**src/rtl/core/touch_two_cluster_calibrator_unit_defines.svh**
```systemverilog
// Assertion macros shared by the touch calibrator RTL.
`ifndef TOUCH_TWO_CLUSTER_CALIBRATOR_UNIT_DEFINES_SVH
`define TOUCH_TWO_CLUSTER_CALIBRATOR_UNIT_DEFINES_SVH

`ifndef SYNTHESIS
// Check a condition at every clock edge outside reset.
`define TCC_ASSERT(label, cond, msg) \
  label: assert property (@(posedge clk_i) disable iff (!rst_ni) (cond)) \
    else $error(msg);
// Check that a trigger is followed by a condition in the next cycle.
`define TCC_ASSERT_NEXT(label, trig, cond, msg) \
  label: assert property (@(posedge clk_i) disable iff (!rst_ni) (trig) |=> (cond)) \
    else $error(msg);
`else
`define TCC_ASSERT(label, cond, msg)
`define TCC_ASSERT_NEXT(label, trig, cond, msg)
`endif

`endif

```
**src/rtl/core/tcc_pkg.sv**
```systemverilog
// Package of constants and types for the touch calibrator.
package tcc_pkg;

  localparam int INIT_COUNT = 10;
  localparam int FRAC_BITS  = 8;

  localparam int SAMPLE_W = 16;
  localparam int CFG_W    = 16;
  localparam int GAIN_W   = 16;
  localparam int MEAN_W   = 18;
  localparam int CFG_IDX_W = 2;

  // Calibration countdown and raw sum
  localparam int INIT_W = $clog2(INIT_COUNT + 1);
  localparam int SUM_W  = $clog2(INIT_COUNT * (2 ** SAMPLE_W - 1) + 1);

  // Fixed-point level and mean widths
  localparam int LVL_W  = SAMPLE_W + FRAC_BITS;
  localparam int HIGH_W = LVL_W + 2;

  // Exact division of the shifted sum by INIT_COUNT via a rounded-up reciprocal
  localparam int DIVN_W   = SUM_W + FRAC_BITS;
  localparam int RECIP_SH = DIVN_W + $clog2(INIT_COUNT);
  localparam int RECIP_W  = RECIP_SH - $clog2(INIT_COUNT) + 1;
  localparam int PROD_W   = DIVN_W + RECIP_W;
  localparam longint unsigned RECIP_FULL =
    ((64'd1 << RECIP_SH) + 64'(INIT_COUNT - 1)) / 64'(INIT_COUNT);
  localparam logic [RECIP_W-1:0] RECIP = RECIP_W'(RECIP_FULL);

  // Mean tracking blend
  localparam int BLEND_W = HIGH_W + GAIN_W + 2;
  localparam logic [GAIN_W:0] GAIN_ONE = (GAIN_W + 1)'(1) << GAIN_W;

  // Configuration register indexes
  localparam logic [CFG_IDX_W-1:0] CFG_THRESHOLD = CFG_IDX_W'(0);
  localparam logic [CFG_IDX_W-1:0] CFG_CEILING   = CFG_IDX_W'(1);
  localparam logic [CFG_IDX_W-1:0] CFG_GAIN      = CFG_IDX_W'(2);

  // Configuration reset values
  localparam logic [CFG_W-1:0] THRESHOLD_RST = CFG_W'(500);
  localparam logic [CFG_W-1:0] CEILING_RST   = CFG_W'(10000);
  localparam logic [CFG_W-1:0] GAIN_RST      = CFG_W'(1311);

  typedef struct packed {
    logic [CFG_W-1:0]  threshold;
    logic [CFG_W-1:0]  ceiling;
    logic [GAIN_W-1:0] gain;
  } tcc_cfg_t;

  typedef struct packed {
    logic                calibrating;
    logic                touched;
    logic [SAMPLE_W-1:0] level;
    logic [MEAN_W-1:0]   low_mean;
    logic [MEAN_W-1:0]   high_mean;
  } tcc_res_t;

endpackage

```
**src/rtl/core/tcc_core.sv**
```systemverilog
// Calibration and two-cluster tracking state with its single-pass update.
`include "touch_two_cluster_calibrator_unit_defines.svh"

module tcc_core (
  input  logic                             clk_i,
  input  logic                             rst_ni,
  input  logic                             step_i,
  input  logic [tcc_pkg::SAMPLE_W-1:0]     sample_i,
  input  tcc_pkg::tcc_cfg_t                cfg_i,
  output tcc_pkg::tcc_res_t                res_o
);

  localparam int LW = tcc_pkg::LVL_W;
  localparam int HW = tcc_pkg::HIGH_W;
  localparam int FB = tcc_pkg::FRAC_BITS;

  logic [tcc_pkg::INIT_W-1:0] init_left_q, init_left_d;
  logic [tcc_pkg::SUM_W-1:0]  sum_q, sum_d, sum_nx;
  logic [LW-1:0]              low_q, low_d, low_n;
  logic [HW-1:0]              high_q, high_d, high_n;
  logic [LW-1:0]              level_q, level_d;
  logic                       cluster_q, cluster_d, cluster_t;

  logic                        calib, last;
  logic [tcc_pkg::DIVN_W-1:0]  div_n;
  logic [tcc_pkg::PROD_W-1:0]  div_prod;
  logic [LW-1:0]               div_q;
  logic [HW-1:0]               high_fin;

  logic [LW-1:0]                 thr_fx, ceil_fx;
  logic [LW:0]                   lvl_sum;
  logic [LW-1:0]                 lvl_n;
  logic                          below_ceil, low_win, high_win, to_low, to_high;
  logic [HW-1:0]                 mean_sel;
  logic [tcc_pkg::GAIN_W:0]      gain_inv;
  logic [tcc_pkg::BLEND_W-1:0]   blend_sum;
  logic [HW-1:0]                 blend;

  assign calib = (init_left_q != '0);
  assign last  = (init_left_q == tcc_pkg::INIT_W'(1));

  // Calibration: sum, then divide by the sample count
  assign sum_nx   = sum_q + tcc_pkg::SUM_W'(sample_i);
  assign div_n    = {sum_nx, {FB{1'b0}}};
  assign div_prod = tcc_pkg::PROD_W'(div_n) * tcc_pkg::PROD_W'(tcc_pkg::RECIP);
  assign div_q    = div_prod[tcc_pkg::RECIP_SH +: LW];

  assign thr_fx   = {cfg_i.threshold, {FB{1'b0}}};
  assign ceil_fx  = {cfg_i.ceiling, {FB{1'b0}}};
  assign high_fin = HW'(div_q) + HW'({thr_fx, 1'b0});

  // Tracking: half-and-half smoothing
  assign lvl_sum = {1'b0, level_q} + {1'b0, sample_i, {FB{1'b0}}};
  assign lvl_n   = lvl_sum[LW:1];

  assign below_ceil = (lvl_n < ceil_fx);
  assign low_win  = !cluster_q && below_ceil &&
                    ((HW'(lvl_n) + HW'(thr_fx)) < high_q);
  assign high_win = cluster_q && below_ceil &&
                    ((LW+1)'(lvl_n) > ((LW+1)'(low_q) + (LW+1)'(thr_fx)));

  // One blend unit serves whichever mean belongs to the current cluster
  assign mean_sel  = cluster_q ? high_q : HW'(low_q);
  assign gain_inv  = tcc_pkg::GAIN_ONE - {1'b0, cfg_i.gain};
  assign blend_sum = tcc_pkg::BLEND_W'(mean_sel) * tcc_pkg::BLEND_W'(gain_inv) +
                     tcc_pkg::BLEND_W'(lvl_n) * tcc_pkg::BLEND_W'(cfg_i.gain);
  assign blend     = blend_sum[tcc_pkg::GAIN_W +: HW];

  assign low_n  = low_win  ? blend[LW-1:0] : low_q;
  assign high_n = high_win ? blend : high_q;

  // Reclassify with hysteresis; the high test wins
  assign to_low  = ((LW+1)'(lvl_n) < ((LW+1)'(low_n) + (LW+1)'(thr_fx)));
  assign to_high = ((HW'(lvl_n) + HW'(thr_fx)) > high_n);

  always_comb begin
    if (to_high) begin
      cluster_t = 1'b1;
    end else if (to_low) begin
      cluster_t = 1'b0;
    end else begin
      cluster_t = cluster_q;
    end
  end

  always_comb begin
    init_left_d = init_left_q;
    sum_d       = sum_q;
    low_d       = low_q;
    high_d      = high_q;
    level_d     = level_q;
    cluster_d   = cluster_q;
    if (calib) begin
      init_left_d = init_left_q - tcc_pkg::INIT_W'(1);
      sum_d       = sum_nx;
      if (last) begin
        low_d   = div_q;
        high_d  = high_fin;
        level_d = div_q;
      end
    end else begin
      level_d   = lvl_n;
      low_d     = low_n;
      high_d    = high_n;
      cluster_d = cluster_t;
    end
  end

  always_ff @(posedge clk_i or negedge rst_ni) begin
    if (!rst_ni) begin
      init_left_q <= tcc_pkg::INIT_W'(tcc_pkg::INIT_COUNT);
      sum_q       <= '0;
      low_q       <= '0;
      high_q      <= '0;
      level_q     <= '0;
      cluster_q   <= 1'b0;
    end else if (step_i) begin
      init_left_q <= init_left_d;
      sum_q       <= sum_d;
      low_q       <= low_d;
      high_q      <= high_d;
      level_q     <= level_d;
      cluster_q   <= cluster_d;
    end
  end

  // Result of the item being stepped, zeroed while calibration still runs
  always_comb begin
    res_o.calibrating = (init_left_d != '0);
    if (res_o.calibrating) begin
      res_o.touched   = 1'b0;
      res_o.level     = '0;
      res_o.low_mean  = '0;
      res_o.high_mean = '0;
    end else begin
      res_o.touched   = cluster_d;
      res_o.level     = level_d[FB +: tcc_pkg::SAMPLE_W];
      res_o.low_mean  = tcc_pkg::MEAN_W'(low_d[FB +: tcc_pkg::SAMPLE_W]);
      res_o.high_mean = high_d[FB +: tcc_pkg::MEAN_W];
    end
  end

  `TCC_ASSERT_NEXT(a_calib_stays_done, init_left_q == '0, init_left_q == '0, "calibration restarted")
  `TCC_ASSERT(a_means_ordered, (init_left_q != '0) || (high_q >= HW'(low_q)), "high mean below low mean")
  `TCC_ASSERT(a_cluster_idle_in_calib, (init_left_q == '0) || !cluster_q, "cluster set during calibration")

endmodule

```
**src/rtl/core/touch_two_cluster_calibrator_unit.sv**
```systemverilog
// Top level of the two-cluster touch calibrator: handshake, registers, result stage.
//
//  channel | direction | handshake                | payload
//  --------+-----------+--------------------------+-----------------------------------------
//  in      | in        | in_valid_i / in_stall_o  | sample_i
//  out     | out       | out_valid_o / out_stall_i| calibrating_o touched_o level_o
//          |           |                          | low_mean_o high_mean_o
//  cfg     | in        | cfg_we_i                 | cfg_idx_i cfg_data_i
//
// Throughput is one item per cycle while the output is not stalled; each item moves
// from the input register to the result register, with the whole update (smoothing,
// one blend multiply, reclassification) between them. The calibration divide is a single reciprocal multiply.
// Reset puts the block straight into calibration; there is no clearing pass.
// A held result at the output does not block intake: one more item waits in the
// input register, and only then is in_stall_o raised.
`include "touch_two_cluster_calibrator_unit_defines.svh"

module touch_two_cluster_calibrator_unit (
  input  logic                              clk_i,
  input  logic                              rst_ni,
  // input items
  input  logic                              in_valid_i,
  output logic                              in_stall_o,
  input  logic [tcc_pkg::SAMPLE_W-1:0]      sample_i,
  // result items
  output logic                              out_valid_o,
  input  logic                              out_stall_i,
  output logic                              calibrating_o,
  output logic                              touched_o,
  output logic [tcc_pkg::SAMPLE_W-1:0]      level_o,
  output logic [tcc_pkg::MEAN_W-1:0]        low_mean_o,
  output logic [tcc_pkg::MEAN_W-1:0]        high_mean_o,
  // configuration writes
  input  logic                              cfg_we_i,
  input  logic [tcc_pkg::CFG_IDX_W-1:0]     cfg_idx_i,
  input  logic [tcc_pkg::CFG_W-1:0]         cfg_data_i
);

  tcc_pkg::tcc_cfg_t cfg_q, cfg_d;

  logic                         s1_valid_q, s1_valid_d;
  logic [tcc_pkg::SAMPLE_W-1:0] s1_sample_q;
  logic                         out_valid_q, out_valid_d;
  tcc_pkg::tcc_res_t            out_res_q, core_res;

  logic in_acc, out_free, s1_adv;

  // Configuration decode; unknown indexes drop the write
  always_comb begin
    cfg_d = cfg_q;
    if (cfg_we_i) begin
      unique case (cfg_idx_i)
        tcc_pkg::CFG_THRESHOLD: cfg_d.threshold = cfg_data_i;
        tcc_pkg::CFG_CEILING:   cfg_d.ceiling   = cfg_data_i;
        tcc_pkg::CFG_GAIN:      cfg_d.gain      = cfg_data_i;
        default: begin
          cfg_d = cfg_q;
        end
      endcase
    end
  end

  always_ff @(posedge clk_i or negedge rst_ni) begin
    if (!rst_ni) begin
      cfg_q.threshold <= tcc_pkg::THRESHOLD_RST;
      cfg_q.ceiling   <= tcc_pkg::CEILING_RST;
      cfg_q.gain      <= tcc_pkg::GAIN_RST;
    end else begin
      cfg_q <= cfg_d;
    end
  end

  // Handshake: advance the input register whenever the result stage can take an item
  assign out_free   = !out_valid_q || !out_stall_i;
  assign s1_adv     = s1_valid_q && out_free;
  assign in_stall_o = s1_valid_q && !out_free;
  assign in_acc     = in_valid_i && !in_stall_o;

  assign s1_valid_d  = in_acc || (s1_valid_q && !s1_adv);
  assign out_valid_d = s1_adv || (out_valid_q && out_stall_i);

  always_ff @(posedge clk_i or negedge rst_ni) begin
    if (!rst_ni) begin
      s1_valid_q  <= 1'b0;
      out_valid_q <= 1'b0;
    end else begin
      s1_valid_q  <= s1_valid_d;
      out_valid_q <= out_valid_d;
    end
  end

  // Payload registers: hold while stalled
  always_ff @(posedge clk_i) begin
    if (in_acc) begin
      s1_sample_q <= sample_i;
    end
    if (s1_adv) begin
      out_res_q <= core_res;
    end
  end

  // State update for the item leaving the input register
  tcc_core u_core (
    .clk_i    (clk_i),
    .rst_ni   (rst_ni),
    .step_i   (s1_adv),
    .sample_i (s1_sample_q),
    .cfg_i    (cfg_q),
    .res_o    (core_res)
  );

  assign out_valid_o   = out_valid_q;
  assign calibrating_o = out_res_q.calibrating;
  assign touched_o     = out_res_q.touched;
  assign level_o       = out_res_q.level;
  assign low_mean_o    = out_res_q.low_mean;
  assign high_mean_o   = out_res_q.high_mean;

  `TCC_ASSERT(a_stall_only_when_full, !in_stall_o || (s1_valid_q && out_valid_q), "stall with a free slot")
  `TCC_ASSERT_NEXT(a_item_kept, s1_valid_q && !s1_adv, s1_valid_q, "waiting item lost")
  `TCC_ASSERT(a_calib_zeros, !(out_valid_q && calibrating_o) || (!touched_o && level_o == '0 && low_mean_o == '0 && high_mean_o == '0), "nonzero result during calibration")

endmodule
```
**config.mk**
```make
export PLATFORM = sky130hd
export DESIGN_NAME = touch_two_cluster_calibrator_unit
export DESIGN_NICKNAME = d
export VERILOG_FILES = /design/src/rtl/core/tcc_pkg.sv /design/src/rtl/core/tcc_core.sv /design/src/rtl/core/touch_two_cluster_calibrator_unit.sv
export VERILOG_INCLUDE_DIRS = /design/src /design/src/rtl/core
export SDC_FILE = /design/constraint.sdc
export NUM_CORES = 2
export LEC_CHECK = 0
export ABC_CLOCK_PERIOD_IN_PS = 17500
export BUFFER_PORTS_ARGS = -buffer_cell sky130_fd_sc_hd__buf_4
export CORE_UTILIZATION = 40
export CTS_BUF_LIST = sky130_fd_sc_hd__clkbuf_4
export DETAILED_ROUTE_END_ITERATION = 8
export HOLD_SLACK_MARGIN = 0.06
export PLACE_DENSITY = 0.63
export SETUP_SLACK_MARGIN = 0.15
export SLEW_MARGIN = 10
export SYNTH_ARGS = -nofsm -noshare
export SYNTH_HDL_FRONTEND = slang
export SYNTH_SLANG_ARGS = --single-unit
```
**constraint.sdc**
```tcl
create_clock -name clk_i -period 17.5 [get_ports clk_i]
set_input_delay 1.75 -clock clk_i [delete_from_list [all_inputs] [get_ports clk_i]]
set_output_delay 1.75 -clock clk_i [all_outputs]
set_load 0.02 [all_outputs]
```
## Word level (Yosys, flattened, before mapping)

Index checks and enable logic that the tools add are counted.

- Flip-flop bits (word level): 219
- Output and inout bits: 56

- Add/subtract/negate cells: 9
- $mul: 3
- $lt $le $gt $ge: 5
- Eq/ne operators: 4
- Muxes and demuxes: 13
- Reduce and logical (&&, ||, !) cells: 26

Operators with widths:

| cell | count |
|---|---|
| 24-bit two-way mux | 5 |
| 26-bit two-way mux | 4 |
| 24-bit by 24-bit adder with 25-bit output | 4 |
| 20-bit by 28-bit multiplier with 47-bit output (second input constant) | 1 |
| 42-bit by 40-bit adder with 42-bit output | 1 |
| 26-bit by 17-bit multiplier with 42-bit output | 1 |
| 24-bit by 16-bit multiplier with 40-bit output | 1 |
| 24-bit by 25-bit adder with 26-bit output | 1 |
| 26-bit greater-than comparator | 1 |
| 26-bit less-than comparator | 1 |
| 24-bit by 25-bit greater-than comparator with 1-bit output | 1 |
| 24-bit by 25-bit less-than comparator with 1-bit output | 1 |
| 24-bit less-than comparator | 1 |
| 20-bit by 16-bit adder with 20-bit output | 1 |
| 17-bit by 16-bit subtractor with 17-bit output (first input constant) | 1 |
| 2-bit AND reduction | 5 |
| 1-bit logical AND | 9 |
| 4-bit nonzero test | 2 |
| 1-bit logical NOT | 6 |
| 4-bit by 1-bit equality test with 1-bit output (second input constant) | 1 |
| 4-bit two-way mux | 1 |
| 4-bit by 1-bit subtractor with 4-bit output (second input constant) | 1 |
| 1-bit logical OR | 3 |
| 1-bit two-way mux | 3 |
| 4 further kinds | 4 |

## Logic depth before layout (Yosys ltp)

- Word-level depth: 10
- Mapped depth: 53
- Depth with buffers taken out: 52

## By module

From an unflattened synthesis, not the netlist that was laid out.

- Cell total of the unflattened synthesis: 5454
- Area total of the unflattened synthesis: 49713.9 um2

By module, submodules not included:

| module | times used | cells an instance | area each (um2) | seq. area each (um2) |
|---|---|---|---|---|
| tcc_core | 1 | 5274 | 45687.6 | 2454.9 |
| touch_two_cluster_calibrator_unit | 1 | 180 | 4026.4 | 3375.7 |

## Worst setup path after synthesis

No wires, ideal clock.

- Path type: reg2reg
- Start point: register s1_sample_q[0] (netlist bit)
- End point: register out_res_q (netlist bit touched_o) (data pin)
- Data arrival time: 11.592 ns
- Data required time: 17.230 ns
- Path slack: 5.637 ns
- Stages on the path, launching flop included: 47
- Path buffers: 1
- Clock period less this slack: 11.863 ns
- Path through: edfxtp_1 > ha_1 > fa_1 > a21o_1 > a21oi_1 > o21a_1 > nor3_1 > a2111oi_0 > nor2_1 > xnor2_1 > clkbuf_1 > nand2_1 > fa_1 > inv_1 > fa_1 > fa_1 > fa_1 > fa_1 > [11 not listed] > a21o_1 > a31oi_1 > xnor2_1 > mux2_2 > ha_1 > or3_1 > a211oi_1 > nor3_1 > xnor2_1 > ha_1 > a21o_1 > a21oi_1 > nand4b_1 > nor3_1 > inv_1 > o31ai_1 > o31a_1 > a21oi_1

- Word-level cells in the longest chain between the ends: 10
- Elaborated cells on any way between the ends: 19
- Classes of those cells: add/sub: 4; mul: 1; order compare: 5; mux: 5; reduce/logical: 4

Ends and longest elaborated chain:

| item | line | text |
|---|---|---|
| from (decl) | touch_two_cluster_calibrator_unit.sv:42 | `logic [tcc_pkg::SAMPLE_W-1:0] s1_sample_q;` |
| from (signal assigned) | touch_two_cluster_calibrator_unit.sv:95 | `s1_sample_q <= sample_i;` |
| 24-bit by 24-bit adder with 25-bit output (*) | tcc_core.sv:53 | `assign lvl_sum = {1'b0, level_q} + {1'b0, sample_i, {FB{1'b0}}};` |
| parallel branches: the longest is 7 deep, another holds 42-bit by 40-bit adder with 42-bit output | n/a |  |
| 1-bit two-way mux (*) | tcc_core.sv:77 | `if (to_high) begin` |
| 1-bit two-way mux (*) | tcc_core.sv:93 | `if (calib) begin` |
| to (signal assigned) | touch_two_cluster_calibrator_unit.sv:98 | `out_res_q <= core_res;` |
| to (decl) | touch_two_cluster_calibrator_unit.sv:44 | `tcc_pkg::tcc_res_t out_res_q, core_res;` |

Every way passes the cells marked *.
A chain may end at the register's enable or synchronous reset.

## Worst setup path after layout

- Start point: register cfg_q[0] (netlist bit)
- End point: register out_res_q (netlist bit touched_o) (data pin)

- Word-level cells in the longest chain between the ends: 9
- Elaborated cells on any way between the ends: 12
- Classes of those cells: add/sub: 3; mul: 2; order compare: 2; mux: 5

Ends and longest elaborated chain:

| item | line | text |
|---|---|---|
| from (decl) | touch_two_cluster_calibrator_unit.sv:39 | `tcc_pkg::tcc_cfg_t cfg_q, cfg_d;` |
| from (signal assigned) | touch_two_cluster_calibrator_unit.sv:69 | `cfg_q <= cfg_d;` |
| 17-bit by 16-bit subtractor with 17-bit output | tcc_core.sv:64 | `assign gain_inv = tcc_pkg::GAIN_ONE - {1'b0, cfg_i.gain};` |
| 26-bit by 17-bit multiplier with 42-bit output | tcc_core.sv:65 | `assign blend_sum = tcc_pkg::BLEND_W'(mean_sel) * tcc_pkg::BLEND_W'(gain_inv) +` |
| 42-bit by 40-bit adder with 42-bit output (*) | tcc_core.sv:65 |  |
| 24-bit two-way mux | tcc_core.sv:69 | `assign low_n = low_win ? blend[LW-1:0] : low_q;` |
| 24-bit by 24-bit adder with 25-bit output | tcc_core.sv:73 | `assign to_low = ((LW+1)'(lvl_n) < ((LW+1)'(low_n) + (LW+1)'(thr_fx)));` |
| 24-bit by 25-bit less-than comparator with 1-bit output | tcc_core.sv:73 |  |
| 1-bit two-way mux | tcc_core.sv:79 | `end else if (to_low) begin` |
| 1-bit two-way mux (*) | tcc_core.sv:77 |  |
| 1-bit two-way mux (*) | tcc_core.sv:93 |  |

Every way passes the cells marked *; elsewhere a longest branch is shown, timed or not.

==> metrics.md <==
| Metric | Value |
|---|---|
| Status | completed |
| Clock transition at path regs | 90 ps |
| CP startpoint | cfg_q[0] |
| Clock Latency Late Sink | 920 ps |
| Initial core utilization | 0.404 |
| Area Overhead vs Synth | 7.77% |
| CP bufs+invs | 7 |
| Hold-fix buffers at CTS | 0 |
| Final net count | 6935 |
| Initial drt markers | 3170 |
| Post-CTS sizing | 0 |
| Drt drc | 0 |
| Relative slew slack | 0.118 |
| Pins over their slew limit | 0 |
| Worst EP required | 18070 ps |
| # rows | 128 |
| Largest net degree at the start of global routing | 68 |
| Synthesized area | 0.0493 mm² |
| Postcts setup bufs | 0 |
| Reg-to-Reg Start | cfg_q[0] |
| Most frequent cell after synthesis | inv_1 |
| Dpl hpwl | 134000 µm |
| CTS tree | built |
| Setup CP Type | flip-flop to flip-flop |
| FF+latch count, synth | 216 |
| GRT Util Overall | 0.265 |
| Total negative slack | 0 ps |
| CTS Buffer Depth | 3 |
| YS warnings | 0 |
| Slowest stage delay, CP | 870 ps |
| Fraction of layout cells with a size suffix above 1 | 0.0842 |
| Die ar. | 0.125 mm² |
| Vias post-DR | 38800 |
| CTS H-tree depth | 2 |
| DR WL/cell | 22.9 µm |
| Slowest CP cell | clkinv_1 |
| Delay-heaviest family, CP | adder cells |
| Hold path startpoint | u_core.sum_q[10] |
| Vias per inst | 5.46 |
| CP Capture Type | flip-flop |
| CP Launch Type | flip-flop |
| Routed Antenna Nets | 0 |
| Die X | 353 µm |
| Main flop type after synthesis | dfrtp_1 |
| Netlist cell types | 90 |
| Clk_skew | 98.1 ps |
| Total gr overflow | 0 |
| Slew @ Worst Pin | 1310 ps |
| Root buffer cell | clkbuf_4 |
| Final min period | 14240 ps |
| Vias in the first global route | 40800 |
| Top cell type's share of synthesized area | 0.352 |
| Mean Syn Cell Area | 9.20 µm² |
| Pre-Repair DR Iteration Count | 6 |
| Hold Vio Cnt, Final | 0 |
| Final setup viols | 0 |
| Area contributors post-synth | fa_1 (35%), ha_1 (15%), inv_1 (8.4%) |
| Critical path peak fanout | 27 |
| EDFF count, synth | 68 |
| Hold Path Class | flip-flop to flip-flop |
| Core area | 0.122 mm² |
| Syn Inst Count | 5360 |
| Initial antenna violation count | 8 |
| Arrival @ worst endpoint | 14810 ps |
| RSZ-0062 raised after global routing | false |
| Fin crit share | 0.813 |
| CP most frequent cell | fa_1 |
| Routed Wire Length | 163000 µm |
| Clk sinks | 216 |
| Max-Cap Viols | 0 |
| CTS Buf Count | 56 |
| Max frequency | 0.0702 GHz |
| PortBufs | 92 |
| First-pass GRT wire length | 250000 µm |
| Die height | 353 µm |
| Yosys top cell by area | fa_1 |
| I/O pin count | 95 |
| Ys async rst share | 0.685 |
| Register area share after synthesis | 0.117 |
| Synth top cells by count | inv_1 (1097), fa_1 (866), nand2_1 (639) |
| Routability congestion estimate | 0.984 |
## worst register-to-register path: cells and delay by family (launching register included)
kind / cells / cell delay (ps)
buf+inv: 7 / 1500
flops: 1 / 820
fa+ha+maj: 12 / 5510
compound gates: 14 / 3080
xor+xnor: 3 / 900
simple gates: 11 / 2190
## metal layers
layer | up-vias | wire (µm) | global-route usage
met5 | - | 34 | 0
met2 | 1616 | 77800 | 0.443
li1 | 17100 | - | -
met3 | 384 | 12000 | 0.0373
met4 | 4 | 8090 | 0.114
met1 | 19700 | 64700 | 0.343
## logic make-up (layout without fill, tap and decap cells)
family | after synthesis | count (layout) | synth area share
buf+inv | 1289 | 1405 | 0.0986
simple gates | 1415 | 1415 | 0.133
flops | 216 | 216 | 0.117
fa+ha+maj | 1465 | 1465 | 0.504
xor+xnor | 157 | 157 | 0.0282
compound gates | 700 | 700 | 0.0939
other cells | 1 | 7 | 0.0000761
mux | 117 | 117 | 0.0256
## flip-flops by register name, indices dropped and copies added, names as in the netlist, 4 cells and up
name / flops
cfg_q: 48
high_mean_o: 18
level_o: 16
low_mean_o: 16
s1_sample_q: 16
u_core.high_q: 26
u_core.init_left_q: 4
u_core.level_q: 23
u_core.low_q: 24
u_core.sum_q: 20
## final cells by class
cell class	count	area, µm²
multi-input combinational	3856	38900
inverter	1100	4130
tap	1625	2030
sequential	216	5770
antenna	5	12.5
clock buffer	89	668
clock inverter	15	96.3
fill	12100	68900
timing repair buffer	201	1510
## per-stage QoR
stage	instances	worst slack, ps	hold WS (ps)	cell area [µm²]	util
2_1_floorplan	5361	5640	450	49300	-
3_3_place_gp	6998	3660	469	52400	0.429
3_5_place_dp	6998	3410	473	52400	0.429
4_1_cts	7102	3350	493	53100	0.435
5_1_grt	7105	2410	511	53100	0.435
6_report	7107	3260	491	53100	0.435
## worst paths after layout
check / to / slack [ps] / depth (start not counted)
setup / recovery: touched_o / 3260 / 47
hold / removal: u_core.sum_q[10] / 490 / 2
setup reg to reg: touched_o / 3260 / 47
hold reg to reg: u_core.sum_q[10] / 490 / 2
max in group asynchronous: u_core.low_q[23] / 14730 / 3
min in group asynchronous: u_core.level_q[15] / 850 / 1
## cell usage in the layout (no fill, tap or decap), drive strengths merged, types with 74 or more instances in the layout
cell type | synthesis | routed
fa | 866 | 866
nor2 | 266 | 266
inv | 1098 | 1100
mux2 | 74 | 74
a21oi | 180 | 180
clkbuf | 175 | 89
nand2 | 639 | 639
xnor2 | 104 | 104
and2 | 241 | 241
dfrtp | 128 | 128
buf | 14 | 201
ha | 599 | 599
o21ai | 154 | 154
Power is not shown: default switching activity piles up to over one toggle a cycle in this logic, so the estimate is an artifact.
